===== config.mk =====
export PLATFORM = sky130hd
export DESIGN_NAME = tgq_ctrl
export DESIGN_NICKNAME = d
export VERILOG_FILES = /design/src/design/tgq_pkg.sv /design/src/design/tgq_ctrl.sv
export SDC_FILE = /design/constraint.sdc
export NUM_CORES = 1
export LEC_CHECK = 0
export BUFFER_PORTS_ARGS = -buffer_cell sky130_fd_sc_hd__buf_4
export CAP_MARGIN = 20
export CORE_MARGIN = 1.5
export CORE_UTILIZATION = 50
export CTS_CLUSTER_DIAMETER = 60
export DETAILED_ROUTE_END_ITERATION = 16
export HOLD_SLACK_MARGIN = 0.12
export PLACE_DENSITY_LB_ADDON = 0.1
export REMOVE_ABC_BUFFERS = 1
export SLEW_MARGIN = 20
export SYNTH_ARGS = -nofsm -noshare
export SYNTH_HDL_FRONTEND = slang
export SYNTH_SLANG_ARGS = --single-unit

===== constraint.sdc =====
create_clock -name i_clk -period 5.1 [get_ports i_clk]
set_input_delay 0.765 -clock i_clk [delete_from_list [all_inputs] [get_ports i_clk]]
set_output_delay 0.765 -clock i_clk [all_outputs]
set_load 0.05 [all_outputs]

===== src/design/tgq_pkg.sv =====
// Package for the three-group quota assignment block.
// Holds payload, entry, command and status struct types, widths, codes and the saturating add.
// Used by every module of the design; depends on nothing.
package tgq_pkg;

    localparam int CostW  = 16;
    localparam int SumW   = 32;
    localparam int CapW   = 8;
    localparam int CntW   = 10;
    localparam int EpochW = 6;
    localparam int CfgIdxW = 2;

    localparam logic [CntW-1:0] StepLimit = 10'd1021;
    localparam logic [CntW-1:0] StampMax  = 10'd1023;

    typedef enum logic [CfgIdxW-1:0] {
        CfgCapX = 2'd0,
        CfgCapY = 2'd1,
        CfgCapZ = 2'd2
    } t_cfg_idx;

    typedef struct packed {
        logic [CostW-1:0] cost_x;
        logic [CostW-1:0] cost_y;
        logic [CostW-1:0] cost_z;
        logic             last_item;
    } t_in_item;

    typedef struct packed {
        logic [SumW-1:0] min_cost;
        logic            feasible;
    } t_out_item;

    typedef struct packed {
        logic [EpochW-1:0] epoch;
        logic [CntW-1:0]   stamp;
        logic [SumW-1:0]   cost;
    } t_entry;

    typedef struct packed {
        logic accept;
        logic clr_wr;
        logic init_wr;
        logic rd1;
        logic rd2;
        logic cell_wr;
        logic res_load;
    } t_cmd;

    typedef struct packed {
        logic seq_start;
        logic epoch_zero;
        logic clr_done;
        logic in_range;
        logic cell_last;
        logic last_item;
        logic out_full;
    } t_status;

    function automatic logic [SumW-1:0] sat_add(input logic [SumW-1:0] a,
                                                input logic [CostW-1:0] b);
        logic [SumW:0] s;
        s = {1'b0, a} + (SumW+1)'(b);
        return s[SumW] ? {SumW{1'b1}} : s[SumW-1:0];
    endfunction

endpackage


===== src/design/tgq_ctrl.sv =====
// Controller state machine for the three-group quota assignment block.
// Sequences clearing, sequence start, the per-cell table scan and the result read.
// Depends on tgq_pkg for the command and status structs.
module tgq_ctrl
    import tgq_pkg::*;
(
    input  logic    i_clk,
    input  logic    i_rst_n,
    input  logic    i_in_valid,
    input  t_status i_status,
    output t_cmd    o_cmd,
    output logic    o_in_stall
);

    typedef enum logic [8:0] {
        S_CLEAR  = 9'b000000001,
        S_IDLE   = 9'b000000010,
        S_START  = 9'b000000100,
        S_INIT   = 9'b000001000,
        S_RD1    = 9'b000010000,
        S_RD2    = 9'b000100000,
        S_WR     = 9'b001000000,
        S_RES_RD = 9'b010000000,
        S_RES    = 9'b100000000
    } t_state;

    t_state r_state, n_state;
    logic   r_act, n_act;

    always_comb begin
        n_state = r_state;
        n_act   = r_act;
        o_cmd   = '0;
        unique case (r_state)
            S_CLEAR: begin
                o_cmd.clr_wr = 1'b1;
                if (i_status.clr_done) begin
                    n_state = r_act ? S_INIT : S_IDLE;
                end
            end
            S_IDLE: begin
                if (i_in_valid) begin
                    o_cmd.accept = 1'b1;
                    n_act        = 1'b1;
                    n_state      = S_START;
                end
            end
            S_START: begin
                priority if (i_status.seq_start) begin
                    n_state = i_status.epoch_zero ? S_CLEAR : S_INIT;
                end else if (i_status.in_range) begin
                    n_state = S_RD1;
                end else if (i_status.last_item) begin
                    n_state = S_RES_RD;
                end else begin
                    n_state = S_IDLE;
                    n_act   = 1'b0;
                end
            end
            S_INIT: begin
                o_cmd.init_wr = 1'b1;
                n_state       = S_RD1;
            end
            S_RD1: begin
                o_cmd.rd1 = 1'b1;
                n_state   = S_RD2;
            end
            S_RD2: begin
                o_cmd.rd2 = 1'b1;
                n_state   = S_WR;
            end
            S_WR: begin
                o_cmd.cell_wr = 1'b1;
                priority if (!i_status.cell_last) begin
                    n_state = S_RD1;
                end else if (i_status.last_item) begin
                    n_state = S_RES_RD;
                end else begin
                    n_state = S_IDLE;
                    n_act   = 1'b0;
                end
            end
            S_RES_RD: begin
                n_state = S_RES;
            end
            S_RES: begin
                if (!i_status.out_full) begin
                    o_cmd.res_load = 1'b1;
                    n_state        = S_IDLE;
                    n_act          = 1'b0;
                end
            end
            default: begin
                n_state = S_IDLE;
                n_act   = 1'b0;
            end
        endcase
    end

    always_ff @(posedge i_clk) begin
        if (!i_rst_n) begin
            r_state <= S_CLEAR;
            r_act   <= 1'b0;
        end else begin
            r_state <= n_state;
            r_act   <= n_act;
        end
    end

    assign o_in_stall = (r_state != S_IDLE);

endmodule


After elaboration in Yosys (flattened, before gate mapping)
Cells that the tools add are included.
Storage, ports and cells
  word-level logic and storage cells: 48
  bits in registers: 10
  input bits: 10
  output and inout port bits: 8
Operators by class
  reduce and logical (&&, ||, !) cells: 3
  bitwise logic cells: 1
  equality and inequality tests: 16
  mux-type cells: 26
Operator list (count)
  case mux 9 bit (9 select lines): 1
  2-to-1 mux 9 bit: 4
  2-to-1 mux 8 bit: 3
  2-to-1 mux 1 bit: 15
  inequality test 2 bit, second input constant: 6
  == test 9 x 1 -> 1 bit, second input constant: 1
  == test 9 x 2 -> 1 bit, second input constant: 1
  == test 9 x 3 -> 1 bit, second input constant: 1
  == test 9 x 4 -> 1 bit, second input constant: 1
  == test 9 x 5 -> 1 bit, second input constant: 1
  == test 9 x 6 -> 1 bit, second input constant: 1
  == test 9 x 7 -> 1 bit, second input constant: 1
  == test 9 x 8 -> 1 bit, second input constant: 1
  == test 9 bit, second input constant: 1
  inequality test 9 x 2 -> 1 bit, second input constant: 1
  2-to-1 mux 4 bit: 2
  AND reduction 6 bit: 1
  case mux 1 bit (5 select lines): 1
  OR reduction 5 bit: 1
  AND reduction 3 bit: 1
  inverter 1 bit: 1

Longest topological paths before layout
Gate-level depths: netlist of run 1.
  depth in word-level cells: 4
  depth in mapped cells: 7
  mapped depth without buffers: 6

Worst setup path after synthesis of run 1
OpenSTA, ideal clock, no wires.
  path type: register -> output
  start: register r_state[0]
  end: output port o_cmd[0] in the netlist's numbering
  path slack: 1.639 ns
  data arrival time: 2.696 ns
  path buffers: 2
  required time: 4.335 ns
  cell stages (with the launch flop): 5
  cell sequence: dfxtp_1 > buf_4 > or4_1 > buf_2 > nor4b_1
RTL lines
  start: declaration: RTL line tgq_ctrl.sv:27  | t_state r_state, n_state;
  start signal: assignment: RTL line tgq_ctrl.sv:105  | r_state <= n_state;
  end: declaration: RTL line tgq_ctrl.sv:11  | output t_cmd o_cmd,

==> results of run 1 <==
## per-stage QoR
step	power, mW	hold WS (ns)
6_report	0.231	0.592
5_1_grt	0.240	0.626
4_1_cts	0.232	0.588
3_5_place_dp	0.158	0.573
3_3_place_gp	0.157	0.568
2_1_floorplan	0.137	0.517
## flip-flops by register name (all words and copies together), names as in the netlist
signal   count
r_act        1
r_state      9
## layout by cell type (no fill, tap or decap)
cell type and n:
o211ai_2 1, o21a_1 3, nor3b_1 1, a22oi_1 2, a2111oi_2 1, a32oi_1 1
and4b_2 1, nand4_1 1, a21o_1 1, nand4b_1 2, or3_2 1, nand2_1 4
a31o_2 1, nor2b_1 2, nand2b_1 1, nor3b_4 1, inv_1 5, a31oi_1 3
or4_1 2, clkbuf_8 1, buf_4 17, o21ai_0 8, o31a_1 1, nor4b_1 2
or4b_2 2, o211ai_1 1, or2_2 2, a221o_2 1, xor2_1 3, nor4_1 2
clkbuf_4 3, nor2_1 10, nor3_1 5, o2111a_1 1, dfxtp_1 10, nand3b_1 1
a21oi_1 1, nor3_4 1, o21bai_1 1
## critical path: cells and delay by family, from the launching register on
| family | cells | cell delay (ns) |
|---|---|---|
| simple gates | 2 | 1.04 |
| flops | 1 | 0.37 |
| buf+inv | 1 | 0.27 |
## layer usage
metal	wire length [um]	track usage (%)	vias up
met3	100	5.17	4
met5	0	0	-
met1	746	25.9	361
li1	-	-	377
met2	815	33.1	24
met4	35	7.50	0
## cell type report
| type | count | area (um^2) | share of cell area, % |
|---|---|---|---|
| Inverter | 5 | 18.8 | 2.10 |
| Clock buffer | 4 | 36.3 | 4.06 |
| Sequential cell | 10 | 200 | 22.4 |
| Multi-Input combinational cell | 71 | 493 | 55.1 |
| Timing Repair Buffer | 17 | 128 | 14.3 |
| Tap cell | 15 | 18.8 | 2.10 |
## power by group through the flow
| stage | clock (mW) | sequential (mW) | combinational [mW] |
|---|---|---|---|
| final | 0.0744 | 0.0890 | 0.0676 |
| after global routing | 0.0773 | 0.0900 | 0.0731 |
| after detailed placement | 0 | 0.0907 | 0.0675 |
| after global placement | 0 | 0.0905 | 0.0666 |
| after CTS | 0.0752 | 0.0888 | 0.0677 |
| after floorplan | 0 | 0.0892 | 0.0473 |
## logic make-up after synthesis
group,Yosys count
buf+inv,12
flops,10
compound gates,27
xor+xnor,3
simple gates,41
## how the worst max path moves through the flow
stage	start	endpoint	slack, ns	cells past startpoint
3_5_place_dp	r_state[2]$_SDFFE_PN0P_	o_cmd[2]	2.69	4
3_3_place_gp	r_state[0]$_SDFFE_PN1P_	o_cmd[2]	2.70	4
6_report	r_state[4]$_SDFFE_PN0P_	o_cmd[4]	2.37	3
2_1_floorplan	r_state[2]$_SDFFE_PN0P_	o_cmd[0]	1.68	2
5_1_grt	r_state[5]$_SDFFE_PN0P_	o_cmd[6]	2.20	4
4_1_cts	r_state[2]$_SDFFE_PN0P_	o_cmd[2]	2.39	4
==> run_summary.xml, run 1 <==
<?xml version="1.0" encoding="UTF-8"?>
<metrics>
  <group name="timing">
    <metric name="timing.final.max_slew_violations" unit="">0</metric>
    <metric name="final_hold_viol_count" unit="">0</metric>
    <metric name="slew_headroom" unit="%">60.6</metric>
    <metric name="timing.fmax" unit="MHz">367</metric>
    <metric name="fin_tns_setup" unit="ns">0</metric>
    <metric name="final_min_period" unit="ns">2.73</metric>
    <metric name="grt_setup_unrepaired" unit="">false</metric>
    <metric name="timing_worst_slew_pin_value" unit="ns">0.585</metric>
    <metric name="portion_of_the_clock_cycle_consumed_by_the_worst_path_in_the_final_layout" unit="%">53.5</metric>
    <metric name="skew" unit="ns">0.00109</metric>
    <metric name="endpoints_failing_setup" unit="">0</metric>
    <metric name="final_critical_path_setup_slack" unit="ns">2.37</metric>
  </group>
  <group name="power">
    <metric name="power_frac_seq" unit="%">38.5</metric>
    <metric name="switchingPower" unit="mW">0.0783</metric>
    <metric name="power_density" unit="mW/mm^2">258</metric>
    <metric name="swShare" unit="%">33.9</metric>
    <metric name="combinationalPowerShare" unit="%">29.3</metric>
    <metric name="power.ir.vdd_worst" unit="uV">168</metric>
    <metric name="static-leakage-power" unit="nW">0.369</metric>
    <metric name="clock_power_share" unit="%">32.2</metric>
    <metric name="internal_power" unit="mW">0.153</metric>
  </group>
  <group name="synth">
    <metric name="synth_seq_cells" unit="">10</metric>
    <metric name="ys_types" unit="">39</metric>
    <metric name="synthXorXnorAreaFrac" unit="%">3.44</metric>
    <metric name="synth_top_area_share" unit="%">26.2</metric>
    <metric name="seq_total_area_yosys" unit="%">26.2</metric>
    <metric name="synthArstFlopShare" unit="%">0</metric>
    <metric name="postSynth.topFlopCell" unit="">dfxtp_1</metric>
    <metric name="syn_avg_cell_area" unit="um^2">8.22</metric>
    <metric name="largest_family_of_logic_cells_by_synthesized_area" unit="">simple AND/OR/NAND/NOR gates</metric>
    <metric name="yosys_warnings" unit="">0</metric>
    <metric name="post_synth_and_or_nand_nor_area_fraction" unit="%">34.9</metric>
    <metric name="synthTopCellsByArea" unit="">dfxtp_1, o21ai_0, nor2_1, xor2_1, nor3_1</metric>
    <metric name="synth-edff-count" unit="">0</metric>
    <metric name="synthCells" unit="">93</metric>
    <metric name="yosys-mux-area-fraction" unit="%">0</metric>
    <metric name="adder_and_majority_cell_fraction_of_the_synthesized_area" unit="%">0</metric>
    <metric name="compound_gate_fraction_of_synth_area" unit="%">26.2</metric>
    <metric name="synth_top_cell_by_area" unit="">dfxtp_1</metric>
    <metric name="ys_top_cells_by_count" unit="">dfxtp_1, nor2_1, o21ai_0</metric>
    <metric name="netlist_area" unit="um^2">764</metric>
  </group>
  <group name="final_layout">
    <metric name="postLayoutCoreUtil" unit="%">65.5</metric>
    <metric name="final_layout_size_suffix_gt1_share" unit="%">30.8</metric>
    <metric name="final_net_count" unit="">118</metric>
    <metric name="finalInstanceArea" unit="um^2">895</metric>
    <metric name="fillerInstances" unit="">124</metric>
    <metric name="antenna-diode-count" unit="">0</metric>
    <metric name="layout-area-overhead-vs-synth" unit="%">17.0</metric>
    <metric name="final-instance-count-excl-fill" unit="">122</metric>
  </group>
  <group name="setup_path">
    <metric name="rr_startpoint" unit="">r_state[4]$_SDFFE_PN0P_</metric>
    <metric name="setup.reg_to_reg.worst_slack" unit="ns">2.97</metric>
    <metric name="crit_path_max_fo" unit="">9</metric>
    <metric name="cp_cell_sequence" unit="">or4_1 &gt; nor3_1 &gt; buf_4</metric>
    <metric name="regToRegEndpoint" unit="">r_state[2]$_SDFFE_PN0P_</metric>
    <metric name="critical-path-max-stage-delay" unit="ns">0.67</metric>
    <metric name="highest_delay_cell_along_the_critical_path" unit="">or4_1</metric>
    <metric name="worstPathRequired" unit="ns">4.34</metric>
    <metric name="crit_arrival" unit="ns">1.96</metric>
    <metric name="setup.worst_path.end_class" unit="">output port</metric>
    <metric name="ff2ff_path_depth" unit="">5</metric>
    <metric name="worst-setup-path-type" unit="">register to output port</metric>
    <metric name="cp-start-kind" unit="">register</metric>
  </group>
  <group name="floorplanning">
    <metric name="placementRows" unit="">13</metric>
    <metric name="ioPinCount" unit="">18</metric>
    <metric name="fp.dieW" unit="um">42.1</metric>
    <metric name="chipHeight" unit="um">42.1</metric>
    <metric name="die_outline_area" unit="mm^2">0.00177</metric>
    <metric name="fp.coreArea" unit="mm^2">0.00137</metric>
    <metric name="start_util" unit="%">56.0</metric>
  </group>
  <group name="placed_design">
    <metric name="place_ws" unit="ns">2.69</metric>
    <metric name="numPlacedInstances" unit="">118</metric>
    <metric name="hpwl" unit="mm">1.35</metric>
    <metric name="place_area" unit="um^2">858</metric>
    <metric name="gp_weighted_congestion" unit="">0.851</metric>
    <metric name="place.port_buffers" unit="">17</metric>
  </group>
  <group name="clock_network">
    <metric name="post-cts-setup-buffer-count" unit="">0</metric>
    <metric name="cts_tree" unit="">yes</metric>
    <metric name="cts_hold_repair.buffers" unit="">0</metric>
    <metric name="maximum_level_of_the_cts_h_tree" unit="">1</metric>
    <metric name="cts.root.buffer_cell" unit="">clkbuf_4</metric>
    <metric name="maximum_buffer_depth_of_the_clock_tree" unit="">2</metric>
    <metric name="path_clk_slew" unit="ns">0.07</metric>
    <metric name="tritoncts.num_buffers" unit="">3</metric>
    <metric name="clock_insertion_delay_worst_skew" unit="ns">0.28</metric>
    <metric name="tritoncts_num_sinks" unit="">10</metric>
    <metric name="cts.repair.resized" unit="">0</metric>
  </group>
  <group name="global_route">
    <metric name="largest_net_degree_at_the_start_of_global_routing" unit="">12</metric>
    <metric name="overflow" unit="">0</metric>
    <metric name="groute.usage.overall" unit="%">20.4</metric>
    <metric name="grt_first_pass_wirelength" unit="mm">2.73</metric>
    <metric name="number_of_antenna_violations_at_the_first_check_in_global_routing" unit="">0</metric>
    <metric name="first_global_vias" unit="">611</metric>
  </group>
  <group name="detailed_routing">
    <metric name="firstDrtPassIters" unit="">5</metric>
    <metric name="ant_nets" unit="">0</metric>
    <metric name="via_per_inst" unit="">6.28</metric>
    <metric name="routed_wl" unit="mm">1.70</metric>
    <metric name="remaining_drc_errors" unit="">0</metric>
    <metric name="number_of_design_rule_violations_left_by_the_first_detailed_router_iteration" unit="">24</metric>
    <metric name="wl_per_cell" unit="um">13.9</metric>
    <metric name="detailroute.via_count" unit="">766</metric>
  </group>
  <group name="min_path">
    <metric name="hold_start" unit="">r_act$_SDFFE_PN0P_</metric>
    <metric name="min_path_type" unit="">register to register</metric>
    <metric name="min_path_cells" unit="">2</metric>
    <metric name="worst_min_delay_path_endpoint" unit="">r_state[3]$_SDFFE_PN0P_</metric>
  </group>
  <group name="outcome">
    <metric name="outcome" unit="">completed</metric>
  </group>
  <group name="job">
    <metric name="maxCapViolCount" unit="">0</metric>
  </group>
</metrics>
No activity file was read; power rests on OpenSTA's default activity.
==> inputs of run 2 (changes only) <==
Settings changed: CORE_UTILIZATION 50 to 46.
Clock period 5.1 ns to 2.5 ns, I/O delays scaled along.
==> run_summary.xml, run 2 (synthesis gave the netlist of run 1 again) <==
<?xml version="1.0" encoding="UTF-8"?>
<metrics>
  <group name="outcome">
    <metric name="outcome" unit="">completed</metric>
  </group>
  <group name="timing">
    <metric name="timing.final.max_slew_violations" unit="">0</metric>
    <metric name="final_hold_viol_count" unit="">0</metric>
    <metric name="fin_tns_setup" unit="ns">0</metric>
    <metric name="timing.fmax" unit="MHz">432</metric>
    <metric name="timing_worst_slew_pin_value" unit="ns">0.458</metric>
    <metric name="skew" unit="ns">0.00844</metric>
    <metric name="slew_headroom" unit="%">69.4</metric>
    <metric name="portion_of_the_clock_cycle_consumed_by_the_worst_path_in_the_final_layout" unit="%">92.6</metric>
    <metric name="grt_setup_unrepaired" unit="">false</metric>
    <metric name="endpoints_failing_setup" unit="">0</metric>
    <metric name="final_min_period" unit="ns">2.31</metric>
  </group>
  <group name="clock_network">
    <metric name="maximum_buffer_depth_of_the_clock_tree" unit="">2</metric>
    <metric name="maximum_level_of_the_cts_h_tree" unit="">1</metric>
    <metric name="post-cts-setup-buffer-count" unit="">0</metric>
    <metric name="clock_insertion_delay_worst_skew" unit="ns">0.26</metric>
    <metric name="tritoncts_num_sinks" unit="">10</metric>
    <metric name="cts_tree" unit="">yes</metric>
    <metric name="path_clk_slew" unit="ns">0.06</metric>
    <metric name="cts.repair.resized" unit="">0</metric>
    <metric name="cts_hold_repair.buffers" unit="">0</metric>
    <metric name="tritoncts.num_buffers" unit="">3</metric>
    <metric name="cts.root.buffer_cell" unit="">clkbuf_4</metric>
  </group>
  <group name="floorplanning">
    <metric name="start_util" unit="%">50.2</metric>
    <metric name="ioPinCount" unit="">18</metric>
    <metric name="placementRows" unit="">14</metric>
    <metric name="die_outline_area" unit="mm^2">0.00192</metric>
    <metric name="fp.dieW" unit="um">43.8</metric>
    <metric name="fp.coreArea" unit="mm^2">0.00152</metric>
    <metric name="chipHeight" unit="um">43.8</metric>
  </group>
  <group name="global_route">
    <metric name="first_global_vias" unit="">632</metric>
    <metric name="largest_net_degree_at_the_start_of_global_routing" unit="">12</metric>
    <metric name="overflow" unit="">0</metric>
    <metric name="groute.usage.overall" unit="%">19.7</metric>
    <metric name="number_of_antenna_violations_at_the_first_check_in_global_routing" unit="">0</metric>
    <metric name="grt_first_pass_wirelength" unit="mm">2.72</metric>
  </group>
  <group name="setup_path">
    <metric name="worstPathRequired" unit="ns">2.12</metric>
    <metric name="crit_arrival" unit="ns">1.94</metric>
    <metric name="highest_delay_cell_along_the_critical_path" unit="">or4_1</metric>
    <metric name="setup.worst_path.end_class" unit="">output port</metric>
    <metric name="worst-setup-path-type" unit="">register to output port</metric>
    <metric name="cp_cell_sequence" unit="">or4_1 &gt; nor2_1 &gt; and4b_2 &gt; buf_4</metric>
    <metric name="critical-path-max-stage-delay" unit="ns">0.68</metric>
    <metric name="crit_path_max_fo" unit="">6</metric>
    <metric name="cp-start-kind" unit="">register</metric>
  </group>
  <group name="final_layout">
    <metric name="layout.cells.most_common" unit="">buf_4</metric>
    <metric name="largest_register_ff_count" unit="">9</metric>
    <metric name="final-instance-count-excl-fill" unit="">123</metric>
    <metric name="largest_registers" unit="">r_state x9, r_act x1</metric>
    <metric name="layout.cells.most_common_list" unit="">buf_4, nor2_1, dfxtp_1, o21ai_0</metric>
    <metric name="layout-area-overhead-vs-synth" unit="%">16.4</metric>
    <metric name="max_flop_register" unit="">r_state</metric>
    <metric name="final_net_count" unit="">119</metric>
    <metric name="antenna-diode-count" unit="">0</metric>
    <metric name="fillerInstances" unit="">146</metric>
    <metric name="postLayoutCoreUtil" unit="%">58.4</metric>
    <metric name="final_layout_size_suffix_gt1_share" unit="%">30.8</metric>
  </group>
  <group name="power">
    <metric name="power.ir.vdd_worst" unit="uV">284</metric>
    <metric name="static-leakage-power" unit="nW">0.366</metric>
    <metric name="power_density" unit="mW/mm^2">477</metric>
  </group>
  <group name="min_path">
    <metric name="min_path_type" unit="">input pin to register</metric>
  </group>
  <group name="detailed_routing">
    <metric name="firstDrtPassIters" unit="">4</metric>
    <metric name="number_of_design_rule_violations_left_by_the_first_detailed_router_iteration" unit="">24</metric>
    <metric name="ant_nets" unit="">0</metric>
    <metric name="via_per_inst" unit="">6.02</metric>
    <metric name="detailroute.via_count" unit="">741</metric>
    <metric name="wl_per_cell" unit="um">13.9</metric>
    <metric name="remaining_drc_errors" unit="">0</metric>
    <metric name="routed_wl" unit="mm">1.71</metric>
  </group>
  <group name="placed_design">
    <metric name="numPlacedInstances" unit="">120</metric>
    <metric name="hpwl" unit="mm">1.33</metric>
    <metric name="gp_weighted_congestion" unit="">0.797</metric>
    <metric name="place.port_buffers" unit="">17</metric>
  </group>
  <group name="job">
    <metric name="maxCapViolCount" unit="">0</metric>
  </group>
</metrics>
[run 2: cell count changes in the layout (fill, tap and decap cells not counted)]
cell	before	now
clkbuf_8	1	0
buf_4	17	18
[run 2: layout make-up]
class	instances	area [um^2]	share of cell area (%)
repair buffers	18	135	15.2
inverters	5	18.8	2.11
multi-input cells	71	493	55.4
well taps	16	20.0	2.25
flip-flops and latches	10	200	22.5
clock buffers	3	22.5	2.53
[run 2: final timing paths]
kind | startpoint | slack (ns) | depth (start not counted) | end
hold / removal | i_rst_n | 0.35 | 2 | r_act$_SDFFE_PN0P_
hold reg to reg | r_act$_SDFFE_PN0P_ | 0.58 | 2 | r_state[3]$_SDFFE_PN0P_
setup / recovery | r_state[2]$_SDFFE_PN0P_ | 0.19 | 4 | o_cmd[2]
setup reg to reg | r_state[5]$_SDFFE_PN0P_ | 0.44 | 5 | r_act$_SDFFE_PN0P_
[run 2: stage by stage]
stage / instance area [um^2] / setup slack, ns / power [mW] / hold slack [ns]
final: 890 / 0.186 / 0.425 / 0.353
after global routing: 890 / 0.0907 / 0.454 / 0.339
after CTS: 890 / 0.178 / 0.430 / 0.348
after detailed placement: 867 / 0.437 / 0.323 / 0.576
after global placement: 867 / 0.476 / 0.322 / 0.575
after floorplan: 712 / -0.530 / 0.279 / 0.489
[run 2: worst max-delay path: cells and delay by family (launching register included)]
family | cells | cell delay [ns]
simple gates | 3 | 1.12
buf+inv | 1 | 0.20
flops | 1 | 0.35
[run 2: power by group]
group	switching, mW	leakage [nW]	total [mW]	internal, mW
registers	0.0142	0.0813	0.182	0.168
clock network	0.0493	0.0138	0.105	0.0553
logic	0.0827	0.270	0.138	0.0556
[run 2: per-layer routing]
layer	track usage (%)	vias to the layer above	part of all wire, %
met3	5.42	4	5.2
met2	27.1	20	43
met4	12.7	0	2.0
met5	0	-	0
met1	26.6	333	50
li1	-	384	-
